`config.mk`:
```
export PLATFORM = sky130hd
export DESIGN_NAME = swc_front
export DESIGN_NICKNAME = d
export VERILOG_FILES = /design/src/rtl/swc_pkg.sv /design/src/rtl/swc_front.sv
export SDC_FILE = /design/constraint.sdc
export NUM_CORES = 1
export LEC_CHECK = 0
export CAP_MARGIN = 10
export CORE_ASPECT_RATIO = 1.2
export CORE_MARGIN = 2
export CORE_UTILIZATION = 45
export CTS_BUF_LIST = sky130_fd_sc_hd__clkbuf_16
export CTS_CLUSTER_DIAMETER = 80
export DETAILED_ROUTE_END_ITERATION = 16
export DONT_BUFFER_PORTS = 1
export SYNTH_ARGS = -nofsm -noshare
export SYNTH_HDL_FRONTEND = slang
export SYNTH_SLANG_ARGS = --single-unit
```
`constraint.sdc`:
```
create_clock -name clk_i -period 7.2 [get_ports clk_i]
set_input_delay 0.72 -clock clk_i [delete_from_list [all_inputs] [get_ports clk_i]]
set_output_delay 0.72 -clock clk_i [all_outputs]
set_load 0.01 [all_outputs]
```
`src/rtl/swc_pkg.sv`:
```
// ----------------------------------------------------------------------------
// swc_pkg
// Shared types, widths, the log2 table and the leading-one and saturation
// helpers for the separative work calculator.
// ----------------------------------------------------------------------------
package swc_pkg;

  localparam int QTY_W     = 32;
  localparam int ASSAY_W   = 24;
  localparam int RES_W     = 48;
  localparam int DATA_IN_W = QTY_W + 3 * ASSAY_W;
  localparam int DATA_OUT_W = 3 * RES_W;

  localparam int LOG_TABLE_BITS = 8;
  localparam int TBL_N   = (1 << LOG_TABLE_BITS) + 1;
  localparam int TBL_W   = 29;
  localparam int IDX_W   = LOG_TABLE_BITS + 1;
  localparam int FRAC_Q  = 28;
  localparam int NORM_W  = 32;
  localparam int FRAC_W  = NORM_W - 1 - LOG_TABLE_BITS;
  localparam int DIF_W   = TBL_W - LOG_TABLE_BITS;
  localparam int LEAD_W  = 5;
  localparam int LOG_W   = 33;
  localparam int V_W     = LOG_W + 1;
  localparam int LN2_W   = 28;
  localparam logic [LN2_W-1:0] LN2_Q28 = 28'hB17217F;
  localparam int W_W     = ASSAY_W + 2;
  localparam int LNP_W   = V_W + LN2_W + 1;
  localparam int VP_W    = V_W + W_W;

  localparam int NUM_MAG_W = 58;
  localparam int NUM_W     = NUM_MAG_W + 1;
  localparam int DEN_W     = ASSAY_W;
  localparam int DIV_LAT   = NUM_MAG_W + 1;

  localparam int LO_W    = 32;
  localparam int PP0_W   = LO_W + QTY_W;
  localparam int PP1_W   = NUM_MAG_W - LO_W + QTY_W;
  localparam int PROD_W  = PP1_W + LO_W;
  localparam int SH_W    = PROD_W - FRAC_Q;

  localparam int VALUE_LAT   = 6;
  localparam int DIV_IN_STG  = VALUE_LAT + 2;
  localparam int DIV_OUT_STG = DIV_IN_STG + DIV_LAT;
  localparam int PIPE_LAST   = DIV_OUT_STG + 3;

  localparam int QUEUE_DEPTH = 4;
  localparam int QP_W        = $clog2(QUEUE_DEPTH);

  localparam logic signed [RES_W-1:0] RES_MAX = {1'b0, {(RES_W-1){1'b1}}};
  localparam logic signed [RES_W-1:0] RES_MIN = {1'b1, {(RES_W-1){1'b0}}};

  typedef enum logic [1:0] {
    ERR_OK         = 2'd0,
    ERR_ZERO_ASSAY = 2'd1,
    ERR_FEED_TAILS = 2'd2
  } err_e;

  typedef struct packed {
    logic [QTY_W-1:0]   product_mass;
    logic [ASSAY_W-1:0] feed_assay;
    logic [ASSAY_W-1:0] product_assay;
    logic [ASSAY_W-1:0] tails_assay;
    err_e               err;
  } item_t;

  typedef struct packed {
    item_t                 item;
    logic signed [V_W-1:0] vp;
  } ctx_t;

  typedef logic [TBL_W-1:0] log_tbl_t [TBL_N];

  function automatic log_tbl_t build_log_tbl();
    log_tbl_t          t;
    longint unsigned   y;
    logic [TBL_W-1:0]  v;
    for (int i = 0; i < TBL_N - 1; i++) begin
      y = (64'd1 << 30) + (64'(i) << (30 - LOG_TABLE_BITS));
      v = '0;
      for (int k = 0; k < FRAC_Q; k++) begin
        y = (y * y) >> 30;
        v = {v[TBL_W-2:0], 1'b0};
        if (y >= (64'd1 << 31)) begin
          v[0] = 1'b1;
          y = y >> 1;
        end
      end
      t[i] = v;
    end
    t[TBL_N-1] = TBL_W'(1) << FRAC_Q;
    return t;
  endfunction

  localparam log_tbl_t LOG_TBL = build_log_tbl();

  function automatic logic [LEAD_W-1:0] lead_one(input logic [ASSAY_W-1:0] n);
    logic [LEAD_W-1:0] pos;
    pos = '0;
    for (int i = 0; i < ASSAY_W; i++) begin
      if (n[i]) pos = LEAD_W'(i);
    end
    return pos;
  endfunction

  function automatic logic signed [RES_W-1:0] sat48(input logic signed [NUM_W-1:0] v);
    logic signed [RES_W-1:0] r;
    if (v > NUM_W'(RES_MAX)) r = RES_MAX;
    else if (v < NUM_W'(RES_MIN)) r = RES_MIN;
    else r = v[RES_W-1:0];
    return r;
  endfunction

endpackage

```
`src/rtl/swc_front.sv`:
```
// ----------------------------------------------------------------------------
// swc_front
// Input side: classifies each word by its error code and holds it in a
// short queue until the back end takes it.
// ----------------------------------------------------------------------------
module swc_front (
  input  logic                          clk_i,
  input  logic                          rst_ni,
  input  logic                          s_tvalid_i,
  output logic                          s_tready_o,
  input  logic [swc_pkg::QTY_W-1:0]     product_mass_i,
  input  logic [swc_pkg::ASSAY_W-1:0]   feed_assay_i,
  input  logic [swc_pkg::ASSAY_W-1:0]   product_assay_i,
  input  logic [swc_pkg::ASSAY_W-1:0]   tails_assay_i,
  output logic                          q_valid_o,
  output swc_pkg::item_t                q_item_o,
  input  logic                          q_pop_i
);

  swc_pkg::item_t              mem_q [swc_pkg::QUEUE_DEPTH];
  swc_pkg::item_t              item_in;
  logic [swc_pkg::QP_W-1:0]    wr_ptr_q, wr_ptr_d, rd_ptr_q, rd_ptr_d;
  logic [swc_pkg::QP_W:0]      cnt_q, cnt_d;
  logic                        push;

  always_comb begin
    item_in.product_mass  = product_mass_i;
    item_in.feed_assay    = feed_assay_i;
    item_in.product_assay = product_assay_i;
    item_in.tails_assay   = tails_assay_i;
    priority if (feed_assay_i == '0 || product_assay_i == '0 || tails_assay_i == '0) begin
      item_in.err = swc_pkg::ERR_ZERO_ASSAY;
    end else if (feed_assay_i == tails_assay_i) begin
      item_in.err = swc_pkg::ERR_FEED_TAILS;
    end else begin
      item_in.err = swc_pkg::ERR_OK;
    end
  end

  assign s_tready_o = (cnt_q != (swc_pkg::QP_W+1)'(swc_pkg::QUEUE_DEPTH));
  assign push       = s_tvalid_i && s_tready_o;
  assign q_valid_o  = (cnt_q != '0);
  assign q_item_o   = mem_q[rd_ptr_q];

  always_comb begin
    wr_ptr_d = wr_ptr_q;
    rd_ptr_d = rd_ptr_q;
    if (push) begin
      wr_ptr_d = (wr_ptr_q == swc_pkg::QP_W'(swc_pkg::QUEUE_DEPTH - 1)) ? '0 : wr_ptr_q + 1'b1;
    end
    if (q_pop_i) begin
      rd_ptr_d = (rd_ptr_q == swc_pkg::QP_W'(swc_pkg::QUEUE_DEPTH - 1)) ? '0 : rd_ptr_q + 1'b1;
    end
    cnt_d = cnt_q + (swc_pkg::QP_W+1)'(push) - (swc_pkg::QP_W+1)'(q_pop_i);
  end

  always_ff @(posedge clk_i or negedge rst_ni) begin
    if (!rst_ni) begin
      wr_ptr_q <= '0;
      rd_ptr_q <= '0;
      cnt_q    <= '0;
    end else begin
      wr_ptr_q <= wr_ptr_d;
      rd_ptr_q <= rd_ptr_d;
      cnt_q    <= cnt_d;
    end
  end

  always_ff @(posedge clk_i) begin
    if (push) begin
      mem_q[wr_ptr_q] <= item_in;
    end
  end

endmodule

```
== Word-level counts from Yosys, hierarchy flattened ==
Memory sizes are Yosys's and may differ from the RTL's.
Index checks and enable logic that the tools add are counted.
Operators by class
  $add $sub $neg: 4
  multipliers: 0
  divide/modulo/power cells: 0
  magnitude comparators: 0
  equal/unequal tests: 4
  shift-type cells: 0
  muxes and demuxes: 6
  bitwise logic cells: 0
  reductions and logical operators: 7
Operators with widths (count)
  24-bit zero test: 3
  24-bit == test: 1
  2-bit two-way mux: 4
  2-bit by 1-bit adder with 2-bit output, second input constant: 2
  2-bit == test, second input constant: 2
  3-bit by 1-bit adder with 3-bit output: 1
  3-bit inequality test, second input constant: 1
  3-bit nonzero test: 1
  3-bit by 1-bit subtractor with 3-bit output: 1
  1-bit logical OR: 2
  1-bit two-way mux: 2
  1-bit logical AND: 1
Word-level totals
  register bits: 7
  latch bits: 0
  memory bits (writable): 424
  ROM bits: 0
  input bits: 108
  output and inout bits: 108
  word-level logic and storage cells: 25
  memories: 1
Memories
  mem_q: depth 4, bits a word 106, read ports 1, clocked after Yosys merged registers in 0, wr ports 1, RTL line swc_front.sv:20  | swc_pkg::item_t mem_q [swc_pkg::QUEUE_DEPTH];

== Logic depth before layout (Yosys ltp) ==
Gate-level depths: netlist (run 1).
  depth in word-level cells: 4
  mapped depth: 10
  mapped depth without buffers: 10

== Worst setup path after synthesis (run 1) ==
OpenSTA, ideal clock, no wires.
  kind: input -> register
  start: in s_tvalid_i
  end: mem mem_q[3][0] (netlist name) (enable)
  setup time: 0.478 ns
  data arrival time: 3.221 ns
  data required time: 6.722 ns
  setup slack: 3.501 ns
  stages: 1
  buffers on the path: 0
  path through: and3_1
Between the ends
  word-level cells in the longest chain between the ends: 3
RTL lines
  start, declared: RTL line swc_front.sv:9  | input logic s_tvalid_i,
  1-bit logical AND: RTL line swc_front.sv:41  | assign push = s_tvalid_i && s_tready_o;
  1-bit two-way mux: RTL line swc_front.sv:70  | if (push) begin
  1-bit two-way mux (not written as such): RTL line swc_front.sv:71  | mem_q[wr_ptr_q] <= item_in;
  end, declared: RTL line swc_front.sv:20
No other way between the ends.

==> results.md, run 1 <==
- The slowest stage cell on the critical path is sky130_fd_sc_hd__dfrtp_4.
- Timing analysis after detailed placement gives a worst setup slack of 3770 ps.
- The initial utilization of the core area, before any placement, comes to ~46%.
- The per-cell routed wire length is 27.5 um.
- The standard cell area after detailed placement is approximately 0.017 mm2.
- Of the synthesized area, sequential elements account for 80.2%.
- The clock passes through at most 3 buffers.
- The number of iterations in the first detailed-routing pass is 5.
- In this run, CTS created clock tree buffers numbering 44.
- With fillers left out, the area of the finished cells amounts to around 0.018 mm2.
- Among all flip-flop cells after synthesis, the most frequent one is sky130_fd_sc_hd__edfxtp_1.
- The remaining global-route overflow is 0.
- The Yosys warning count is 0.
- The number of maximum-capacitance violations is 0.
- The count of buffering cells on the critical path with inverters included is 1.
- The clock slew seen by the registers of the worst setup and hold paths is 60 ps.
- The congestion estimate from routability-driven global placement came to 0.778.
- The required time of the critical path is 6480 ps.
- The worst setup margin is 3350 ps.
- The HPWL after detailed placement is 20.1 mm.
- The net count after synthesis is 763.
- The initial antenna violation count came to 0.
- The worst pin sits at a relative slew slack of 27.1%.
- The worst path arrival time is roughly 3100 ps.
- Compared with the post-synthesis result, the final layout area differs by 12.1%.
- Setup violations remaining at the end of the flow were counted as 0.
- The cell count along the critical path is 2.
- Counting instances in the post-synthesis netlist gives the leading cell types as sky130_fd_sc_hd__edfxtp_1 (424), sky130_fd_sc_hd__mux4_2 (106), sky130_fd_sc_hd__nor4_1 (23).
- In this run, synthesis produced a sequential element count of 431.
- The share of flip-flops with an asynchronous set or reset after synthesis is 1.62%.
- The number of gates resized after CTS was 0.
- The max-slew violation count is 0.
- STA classifies the critical path startpoint as a flip-flop.
- The hold path depth is 0.
- The clock network latency to the later pin of the worst-skew pair is between 500 and 600 ps.
- The core region is 0.0351 mm2.
- The instance count after placement with tap cells included is about 1100.
- In this run the core area contains 75 standard-cell rows.
- The tightest hold path in the finished design has a slack of 268 ps.
- The delay of the slowest cell on the worst path is 910 ps.
- In this run the mean area of a mapped cell was 24.9 um2.
- By area the synthesized netlist is led by sky130_fd_sc_hd__edfxtp_1 (79%), sky130_fd_sc_hd__mux4_2 (15%), sky130_fd_sc_hd__dfrtp_1 (1.1%), sky130_fd_sc_hd__nor4_1 (0.89%), sky130_fd_sc_hd__xor2_1 (0.87%).
- The die covers 0.0373 mm2.
- The number of cells on the worst reg-to-reg path is 4.
- Of the cells placed in the final design, the portion with a size suffix greater than 1 is between 20% and 30%.
- Wires add up to 32.3 mm.
- In this run the count of I/O pins placed on the die edge is 216.
- The count of cells in the finished layout, fillers not included, comes to 1172.
- The clock tree from TritonCTS is built.
- The number of I/O port buffers is 0.
- The worst min-delay path category is in -> reg.
- The H-tree generated during clock tree synthesis spans 2 levels.
- After synthesis the cells add up to between 0.015 and 0.02 mm2.
- The family with the most delay on the worst path is flip-flops.
- The number of global-route vias before repair was 7179.
- The post-synthesis cell type count is 25.
- The maximum vdd drop is approximately 320 uV.
- The first routing iteration left ~650 violations.
- Entering global routing, the biggest net connects 63 pins.
- The post-route clock skew is 18.8 ps.
- The first-pass GRT wire length is roughly 48 mm.
- The overall via count from detail_route is 6641.
- The critical path goes through buf_4, mux4_2.
- The worst-case register-to-register setup slack is around 4400 ps.
- The die extent in x is between 150 and 200 um.
- The synthesized design spends more area on one cell type than any other, namely sky130_fd_sc_hd__edfxtp_1.
- The number of antenna diodes in the final layout is 0.
- At the end of the flow, the number of nets in the layout was about 800.
- Based on the critical path, the design can be clocked at up to 260 MHz.
- The final clock period utilization by the worst path is 53.5%.
- The transition time at the pin with the least slew margin is 1080 ps.
- In this run the remaining antenna-violating nets after routing total 0.
- After layout, the minimum clock period comes to 3850 ps.
- The element type at the critical path end is an output port.
- The type of the worst setup path is reg -> out.
- After detailed routing, the number of vias per cell comes to 5.67.
- Setup repair after global routing left no endpoint under its margin.
- The maximum fanout count along the critical path is 51.
- After detailed routing, the number of remaining DRC violations is 0.
- The areal power density over the cells is 414 mW/mm2.
- The number of enable-type register cells in the synthesized netlist is 424.
- The number of instances in the synthesized netlist is ~650.
- The most common cell in the synthesized netlist is sky130_fd_sc_hd__edfxtp_1.
- The summed negative setup slack over all endpoints is 0 ps.
- The static power due to leakage is 0.00565 uW.
- The number of failing hold endpoints at the final stage is 0.
- The clock root buffer is sky130_fd_sc_hd__clkbuf_16.
- The run finished with clean final reports.
- CTS saw 431 sinks.
- The top cell type by area accounts for around 79% of the synthesized area.
- The combined global-route utilization of all metal layers is 17.4%.
- In this run the vertical extent of the chip is approximately 210 um.
## worst reg2reg max path: cells and delay by family (launching register included)
family | cells | cell delay, ps
buffers and inverters | 1 | 850
flip-flops | 1 | 430
AND/OR/NAND/NOR | 3 | 1010
## flip-flops by register name, summed over array words and instances, names as in the netlist
name and flops:
cnt_q 3, wr_ptr_q 2, rd_ptr_q 2, mem_q 424
## per-stage QoR
stage	total power, uW	util, %
2_1_floorplan	4950	-
3_3_place_gp	5310	47.3
3_5_place_dp	5370	47.3
4_1_cts	7610	51.4
5_1_grt	7800	51.4
6_report	7470	51.4
## cell families (layout without fill, tap and decap cells)
| kind of cell | after synthesis | after routing | share of synthesized area, % |
|---|---|---|---|
| DFF | 431 | 431 | 80.2 |
| muxes | 109 | 109 | 15.0 |
| and+or+nand+nor | 42 | 42 | 1.56 |
| xor gates and xnor gates | 26 | 26 | 1.41 |
| buffers and inverters | 29 | 92 | 1.01 |
| adders and majority gates | 8 | 8 | 0.669 |
| AOI/OAI and AO/OA | 2 | 2 | 0.0933 |
## final cells by class
type,count,area (um2)
inverter,5,18.8
clock buffer,45,1130
timing repair buffer,8,62.6
clock inverter,34,302
multi-input combinational,187,3040
fill,2746,17100
tap,462,578
sequential,431,12900
## report_power, final
| group | internal, uW | switching, uW | total, uW |
|---|---|---|---|
| Combinational | 712 | 976 | 1690 |
| Sequential | 3320 | 240 | 3560 |
| Clock | 1320 | 912 | 2230 |
## path summary, 6_finish.rpt
path,start,to
min in group asynchronous,rst_ni,cnt_q[1]
min reg2reg,cnt_q[0],cnt_q[0]
min,product_mass_i[20],mem_q[0][94]
max,rd_ptr_q[0],q_item_o[25]
max in group asynchronous,rst_ni,rd_ptr_q[1]
max reg2reg,cnt_q[1],mem_q[2][26]
## placed cells by master, fill, tap and decap left out, drive strengths merged, types with 5 or more instances in the layout
master,count
bufinv,5
mux4,106
xor2,16
inv,16
ha,7
clkinv,17
clkbuf,45
xnor2,10
buf,7
edfxtp,424
nor4,23
dfrtp,7
## metal layers
metal  track usage (%)  vias to the layer above  wire length (um)
met5                 0                        -                 0
li1                  -                     2837                 -
met2              29.7                      226             16900
met3              5.78                       48              2670
met1              21.2                     3530             12000
met4              5.02                        0               707
## timing repair
action,in CTS,in global routing
buffers inserted,0,0
hold buffers,1,0
setup endpoints to repair,0,0
endpoints found under the hold margin,7,0
No activity file was read; power rests on OpenSTA's default activity.
==> run 2: changes to the inputs <==
clock period = 3.53 ns   (was 7.2 ns; I/O delays follow)
==> results.md, run 2 (synthesis gave the netlist of run 1 again) <==
- The first-pass GRT wire length is 50.4 mm (+5.9%).
- The element type at the critical path end is an output port.
- The maximum number of pins on one net before global-route repair is 56 (-11%).
- On the critical path, the stage with the largest delay is an instance of sky130_fd_sc_hd__dfrtp_4.
- mem_q holds more flip-flops than any other register.
- The number of failing hold endpoints at the final stage is 0 (unchanged).
- The hold path depth was 2 (+2).
- The part of the power in registers is 46.4% (-1.2 points).
- The count of antenna-violating nets left after detailed routing was 0 (unchanged).
- The required time of the critical path is 3180 ps (-3300 ps).
- The number of diodes is 0 (unchanged).
- The areal power density over the cells was 807 mW/mm2 (+95%).
- The max-slew violation count was 0 (unchanged).
- The launch point of the worst reg-to-reg path is cnt_q[1].
- The flip-flop count of the largest register after layout is 424 (unchanged).
- The critical path is of the reg -> out type.
- The worst hold-check slack is 88.7 ps (-180 ps).
- The share of post-route cells with drive strength above 1 was 23.1% (-3.6 points).
- The overall via count from detail_route is 7234 (+8.9%).
- The final cell count without fillers is 1283 (+9.5%).
- The height of the die is 211 um (unchanged).
- Walking the worst path, the cells encountered are buf_4, mux4_2.
- The clock network latency to the later pin of the worst-skew pair is 540 ps (about the same).
- The maximum vdd drop was 471 uV (+45%).
- The count of instances resized after the clock tree is built is 0 (unchanged).
- After layout, the worst path uses roughly four fifths of the clock period.
- Setup repair after global routing left no endpoint under its margin.
- The area added between synthesis and finish is 19.5%.
- The combined global-route utilization of all metal layers is 18.4% (+1.0 points).
- The setup violation total in the final timing report is 0 (unchanged).
- The vias per cell is 5.64 (-0.49%).
- The number of iterations in the first detailed-routing pass was 5 (unchanged).
- The capture endpoint of the worst hold path is wr_ptr_q[0].
- The internal power is 11100 uW (+110%).
- The number of I/O pins is 216 (unchanged).
- The clock period minus final worst setup slack is 2820 ps.
- The violation count after the first detailed-routing iteration is 649 (+0.46%).
- TritonCTS built the clock tree.
- The number of buffers on the longest clock path came to 3 (unchanged).
- The switching power was 4460 uW (+110%).
- The worst-case register-to-register setup slack was 1250 ps (-3150 ps).
- The number of nets in the layout is 905 (+14%).
- The worst path arrival time came to 2470 ps (-660 ps).
- The die extent in x is 177 um (unchanged).
- The achievable clock frequency is approximately 350 MHz.
- The share of power burned in combinational logic is 24.8% (+2.2 points).
- The maximum level of the CTS H-tree is 2 (unchanged).
- The run finished with clean final reports.
- The library cell used most frequently in the layout, excluding fill and tap cells, is sky130_fd_sc_hd__edfxtp_1.
- The initial antenna violation count is 0 (unchanged).
- The tightest slew margin relative to the limit is 43.5% (+16 points).
- The post-route clock skew is 14.4 ps (-4.36 ps).
- The fraction of power consumed by the clock network is 28.8% (-1.0 points).
- The number of DRC violations after detailed routing is 0 (unchanged).
- The worst register-to-register path ends at cnt_q[2].
- The summed negative setup slack over all endpoints is 0 ps (unchanged).
- The row count is 75 (unchanged).
- The share of total power consumed by net switching came to 28.7% (+0.25 points).
- The final estimated routing congestion in global placement was 0.779 (+0.12%).
- The remaining global-route overflow came to 0 (unchanged).
- The number of maximum-capacitance violations is 0 (unchanged).
- The starting density of the core was 45.9% (unchanged).
- The fraction of the core area covered by cells at the end of the flow is 54.8% (+3.4 points).
- In the layout the commonest cells are sky130_fd_sc_hd__edfxtp_1 (424), sky130_fd_sc_hd__mux4_2 (106), sky130_fd_sc_hd__dlygate4sd3_1 (106).
- The clock root buffer is sky130_fd_sc_hd__clkbuf_16.
- The number of cell instances on the worst register-to-register path was 10 (+6).
- The core region area is 0.0351 mm2 (unchanged).
- The clock slew seen by the registers of the worst setup and hold paths is 60 ps (about the same).
- The per-cell routed wire length is 26.4 um (-4.0%).
- In this run the most critical hold path is launched from s_tvalid_i.
- The maximum fanout count along the critical path is 31 (-39%).
- The area occupied by registers came to 0.0129 mm2 (unchanged).
- The wire length after detailed routing came to 33.9 mm (+5.1%).
- The number of global-route vias before repair is 7871 (+9.6%).
- The HPWL after detailed placement is 20.2 mm (+0.58%).
- The number of I/O port buffers is 0 (unchanged).
- The clock sink count came to 431 (unchanged).
- The instance count after placement with tap cells included is 1100 (+0.73%).
- The transition time at the pin with the least slew margin is 840 ps (-243 ps).
- In this run the worst hold path is classified as in -> reg.
- The number of inserted filler cells in the final layout is 2616 (-4.7%).
- The static power due to leakage came to 0.00612 uW (+8.4%).
- The delay of the slowest cell on the worst path came to 860 ps (-50 ps).
- The multi-input gate area in the final layout was 0.00304 mm2 (unchanged).
- The full die area was 0.0373 mm2 (unchanged).
- The worst setup path is launched from a flip-flop.
- The clock buffer count from CTS is 43 (-2.3%).
- In the final layout, the registers with the most flip-flops are mem_q: 424 flops, cnt_q: 3 flops.
[run 2: worst max-delay path, delay by kind of cell (launching register included)]
kind	cells	cell delay, ps
DFF	1	860
muxes	1	620
buffers and inverters	1	440
[run 2: area by class of cell]
cell class,instances,area share [%]
Clock inverter,32,1.46
Tap cell,462,3.01
Timing Repair Buffer,121,6.56
Sequential cell,431,67.2
Clock buffer,45,5.86
Multi-Input combinational cell,187,15.8
Inverter,5,0.0976
[run 2: per-stage QoR]
stage	instance area, um2	setup WS, ps	total power (uW)
after floorplan	16100	1110	10000
final	19200	708	15500
after global placement	16800	1080	11000
after global routing	19200	498	16200
after detailed placement	16800	1050	11100
after CTS	19200	602	15800
[run 2: layer usage]
| metal | track usage (%) | vias to the layer above | share of wire [%] |
|---|---|---|---|
| met5 | 0 | - | 0 |
| met2 | 32.0 | 244 | 53 |
| met3 | 5.02 | 53 | 7.3 |
| li1 | - | 3072 | - |
| met1 | 22.7 | 3865 | 37 |
| met4 | 5.36 | 0 | 2.3 |
[run 2: how the worst max path moves through the flow]
stage	depth (start not counted)	end	from
after floorplan	3	mem_q[0][0]	cnt_q[1]
final	2	q_item_o[8]	rd_ptr_q[0]
after detailed placement	5	mem_q[2][1]	product_assay_i[19]
after CTS	2	q_item_o[5]	rd_ptr_q[0]
after global placement	5	mem_q[0][1]	product_assay_i[19]
after global routing	2	q_item_o[6]	rd_ptr_q[0]
[run 2: timing repair]
| action | CTS | global route |
|---|---|---|
| hold endpoints to repair | 425 | 0 |
| hold buffers | 106 | 0 |
| setup buffers | 0 | 0 |
[run 2: power groups by stage]
stage / logic [uW] / clock network [uW] / registers (uW)
4_1_cts: 3970 / 4570 / 7220
6_report: 3850 / 4480 / 7190
5_1_grt: 4110 / 4790 / 7290
3_5_place_dp: 3810 / 0 / 7320
2_1_floorplan: 3000 / 0 / 7020
3_3_place_gp: 3780 / 0 / 7250
==> run 3: changes to the inputs <==
clock period = 2.6 ns   (was 3.53 ns; I/O delays follow)
==> results.md, run 3 (synthesis gave the netlist of run 1 again) <==
- The flip-flop count of the largest register after layout is 424 (unchanged).
- The number of global-route vias before repair came to 7950 (+1.0%).
- The worst path arrival time is 2090 ps (-380 ps).
- The initial antenna violation count is 0 (unchanged).
- The delay of the slowest cell on the worst path came to 640 ps (-220 ps).
- The clock buffer count from CTS is 43 (unchanged).
- The overall via count from detail_route was 7231 (-0.041%).
- The startpoint identified for the worst register-to-register timing path is cnt_q[1].
- Setup repair after global routing left no endpoint under its margin.
- The required time of the critical path is 2340 ps (-840 ps).
- The HPWL after detailed placement is 21.0 mm (+3.9%).
- The number of DRC violations after detailed routing came to 0 (unchanged).
- The violation count after the first detailed-routing iteration is 490 (-24%).
- The number of I/O pins was 216 (unchanged).
- The full die area is 0.0373 mm2 (unchanged).
- The count of instances resized after the clock tree is built is 0 (unchanged).
- The critical path goes through buf_12, mux4_2.
- The static power due to leakage came to 0.00617 uW (+0.79%).
- The number of cell instances on the worst register-to-register path was 10 (unchanged).
- The worst hold-check slack is 56.1 ps (-32.7 ps).
- The maximum number of pins on one net before global-route repair was 56 (unchanged).
- Based on the critical path, the design can be clocked at up to ~430 MHz.
- Ranked by flip-flop count, first place goes to mem_q.
- The number of nets in the layout is 914 (+0.99%).
- The final clock period utilization by the worst path is 90.3%.
- The area growth from synthesis to layout is 20.0%.
- The tightest slew margin relative to the limit is 59.4% (+16 points).
- The flow ran to the end, and the final reports show no timing, DRC or antenna violations.
- The row count is 75 (unchanged).
- The clock slew seen by the registers of the worst setup and hold paths is 60 ps (about the same).
- The summed negative setup slack over all endpoints was 0 ps (unchanged).
- The most critical setup path has its endpoint at q_item_o[48].
- The areal power density over the cells came to 1090 mW/mm2 (+35%).
- The vias per cell was 5.61 (-0.58%).
- The wire length after detailed routing came to 34.6 mm (+2.1%).
- The max-slew violation count is 0 (unchanged).
- TritonCTS built the clock tree.
- The maximum fanout count along the critical path was 23 (-26%).
- The tree is rooted in a sky130_fd_sc_hd__clkbuf_16.
- The final estimated routing congestion in global placement was 0.741 (-4.8%).
- The share of post-route cells with drive strength above 1 is 23.2% (+0.046 points).
- The largest registers in the layout are mem_q: 424 flops, cnt_q: 3 flops.
- Among all stages on the critical path, the largest delay is contributed by sky130_fd_sc_hd__dfrtp_4.
- The library cell used most frequently in the layout, excluding fill and tap cells, is sky130_fd_sc_hd__edfxtp_1.
- The maximum level of the CTS H-tree is 2 (unchanged).
- The setup violation total in the final timing report is 0 (unchanged).
- Leaving out fill and tap cells, the most frequent cells in the layout are sky130_fd_sc_hd__edfxtp_1 (424), sky130_fd_sc_hd__dlygate4sd3_1 (107), sky130_fd_sc_hd__mux4_2 (106).
- The number of failing hold endpoints at the final stage is 0 (unchanged).
- The post-route clock skew came to 25.7 ps (+11.2 ps).
- The startpoint of the most critical setup path is rd_ptr_q[0].
- The number of I/O port buffers came to 0 (unchanged).
- The count of antenna-violating nets left after detailed routing is 0 (unchanged).
- The number of maximum-capacitance violations is 0 (unchanged).
- The clock network latency to the later pin of the worst-skew pair is 560 ps (+20 ps).
- The clock sink count came to 431 (unchanged).
- The critical path is of the reg -> out type.
- The per-cell routed wire length is 26.8 um (+1.5%).
- The maximum vdd drop is 778 uV (+65%).
- The post-route total power is 21000 uW (+35%).
- The core region area is 0.0351 mm2 (unchanged).
- The worst min-delay path category is in -> async.
- Subtracting the final worst setup slack from the clock period gives around 2300 ps.
- The number of diodes is 0 (unchanged).
- The transition time at the pin with the least slew margin was 603 ps (-237 ps).
- The worst-case register-to-register setup slack is 470 ps (-780 ps).
- STA classifies the critical path endpoint as an output port.
- The starting density of the core came to 45.9% (unchanged).
- In this run the critical register-to-register path is captured at cnt_q[2].
- The remaining global-route overflow is 0 (unchanged).
- The number of buffers on the longest clock path is 3 (unchanged).
- The critical path startpoint category is a flip-flop.
- The die extent in x came to 177 um (unchanged).
- The number of iterations in the first detailed-routing pass was 6 (+1).
- The combined global-route utilization of all metal layers is 18.9% (+0.52 points).
- The height of the die came to 211 um (unchanged).
- The first-pass GRT wire length is 51.4 mm (+2.0%).
run 3: cell type report:
class / instances / area [um2]
clock inverters: 31 / 223
inverters: 5 / 18.8
flip-flops and latches: 431 / 12900
repair buffers: 130 / 1430
well taps: 462 / 578
multi-input cells: 187 / 3040
fillers: 2641 / 15800
clock buffers: 44 / 1100
run 3: through the flow:
step | instances | utilization [%] | setup WS, ps | area (um2)
finish | 1290 | 55.0 | 252 | 19300
global route | 1290 | 55.0 | 145 | 19300
global placement | 1107 | 48.1 | 632 | 16900
detailed placement | 1107 | 48.1 | 481 | 16900
CTS | 1289 | 55.0 | 28.2 | 19300
floorplan | 647 | - | 177 | 16100
run 3: worst min path at each step:
| stage | startpoint | cells past startpoint | to | slack, ps |
|---|---|---|---|---|
| 2_1_floorplan | rst_ni | 0 | cnt_q[0] | -40 |
| 3_3_place_gp | rst_ni | 0 | cnt_q[0] | -40 |
| 3_5_place_dp | rst_ni | 0 | cnt_q[0] | -40 |
| 4_1_cts | rst_ni | 1 | rd_ptr_q[1] | 40 |
| 5_1_grt | rst_ni | 1 | rd_ptr_q[1] | 50 |
| 6_report | rst_ni | 1 | rd_ptr_q[1] | 60 |
run 3: critical path, delay by kind of cell (launching register included):
| kind | cells | cell delay (ps) |
|---|---|---|
| muxes | 1 | 620 |
| buffers and inverters | 1 | 280 |
| DFF | 1 | 640 |
run 3: timing repair:
action,in CTS,in global routing
endpoints found under the hold margin,426,0
hold buffers,107,0
buffers inserted,0,1
endpoints found under the setup margin,0,20
run 3: where the power goes:
part | leakage [uW] | total, uW | internal, uW | switching [uW]
clock network | 0.000683 | 5820 | 3350 | 2470
registers | 0.00396 | 9610 | 9150 | 457
logic | 0.00153 | 5590 | 2390 | 3200
run 3: routing by layer:
layer	share of wire (%)	GRT usage (%)	wire length, um
met4	2.4	5.87	815
met1	38	23.0	13000
met3	7.3	5.76	2520
met5	0	0	0
met2	53	32.6	18200
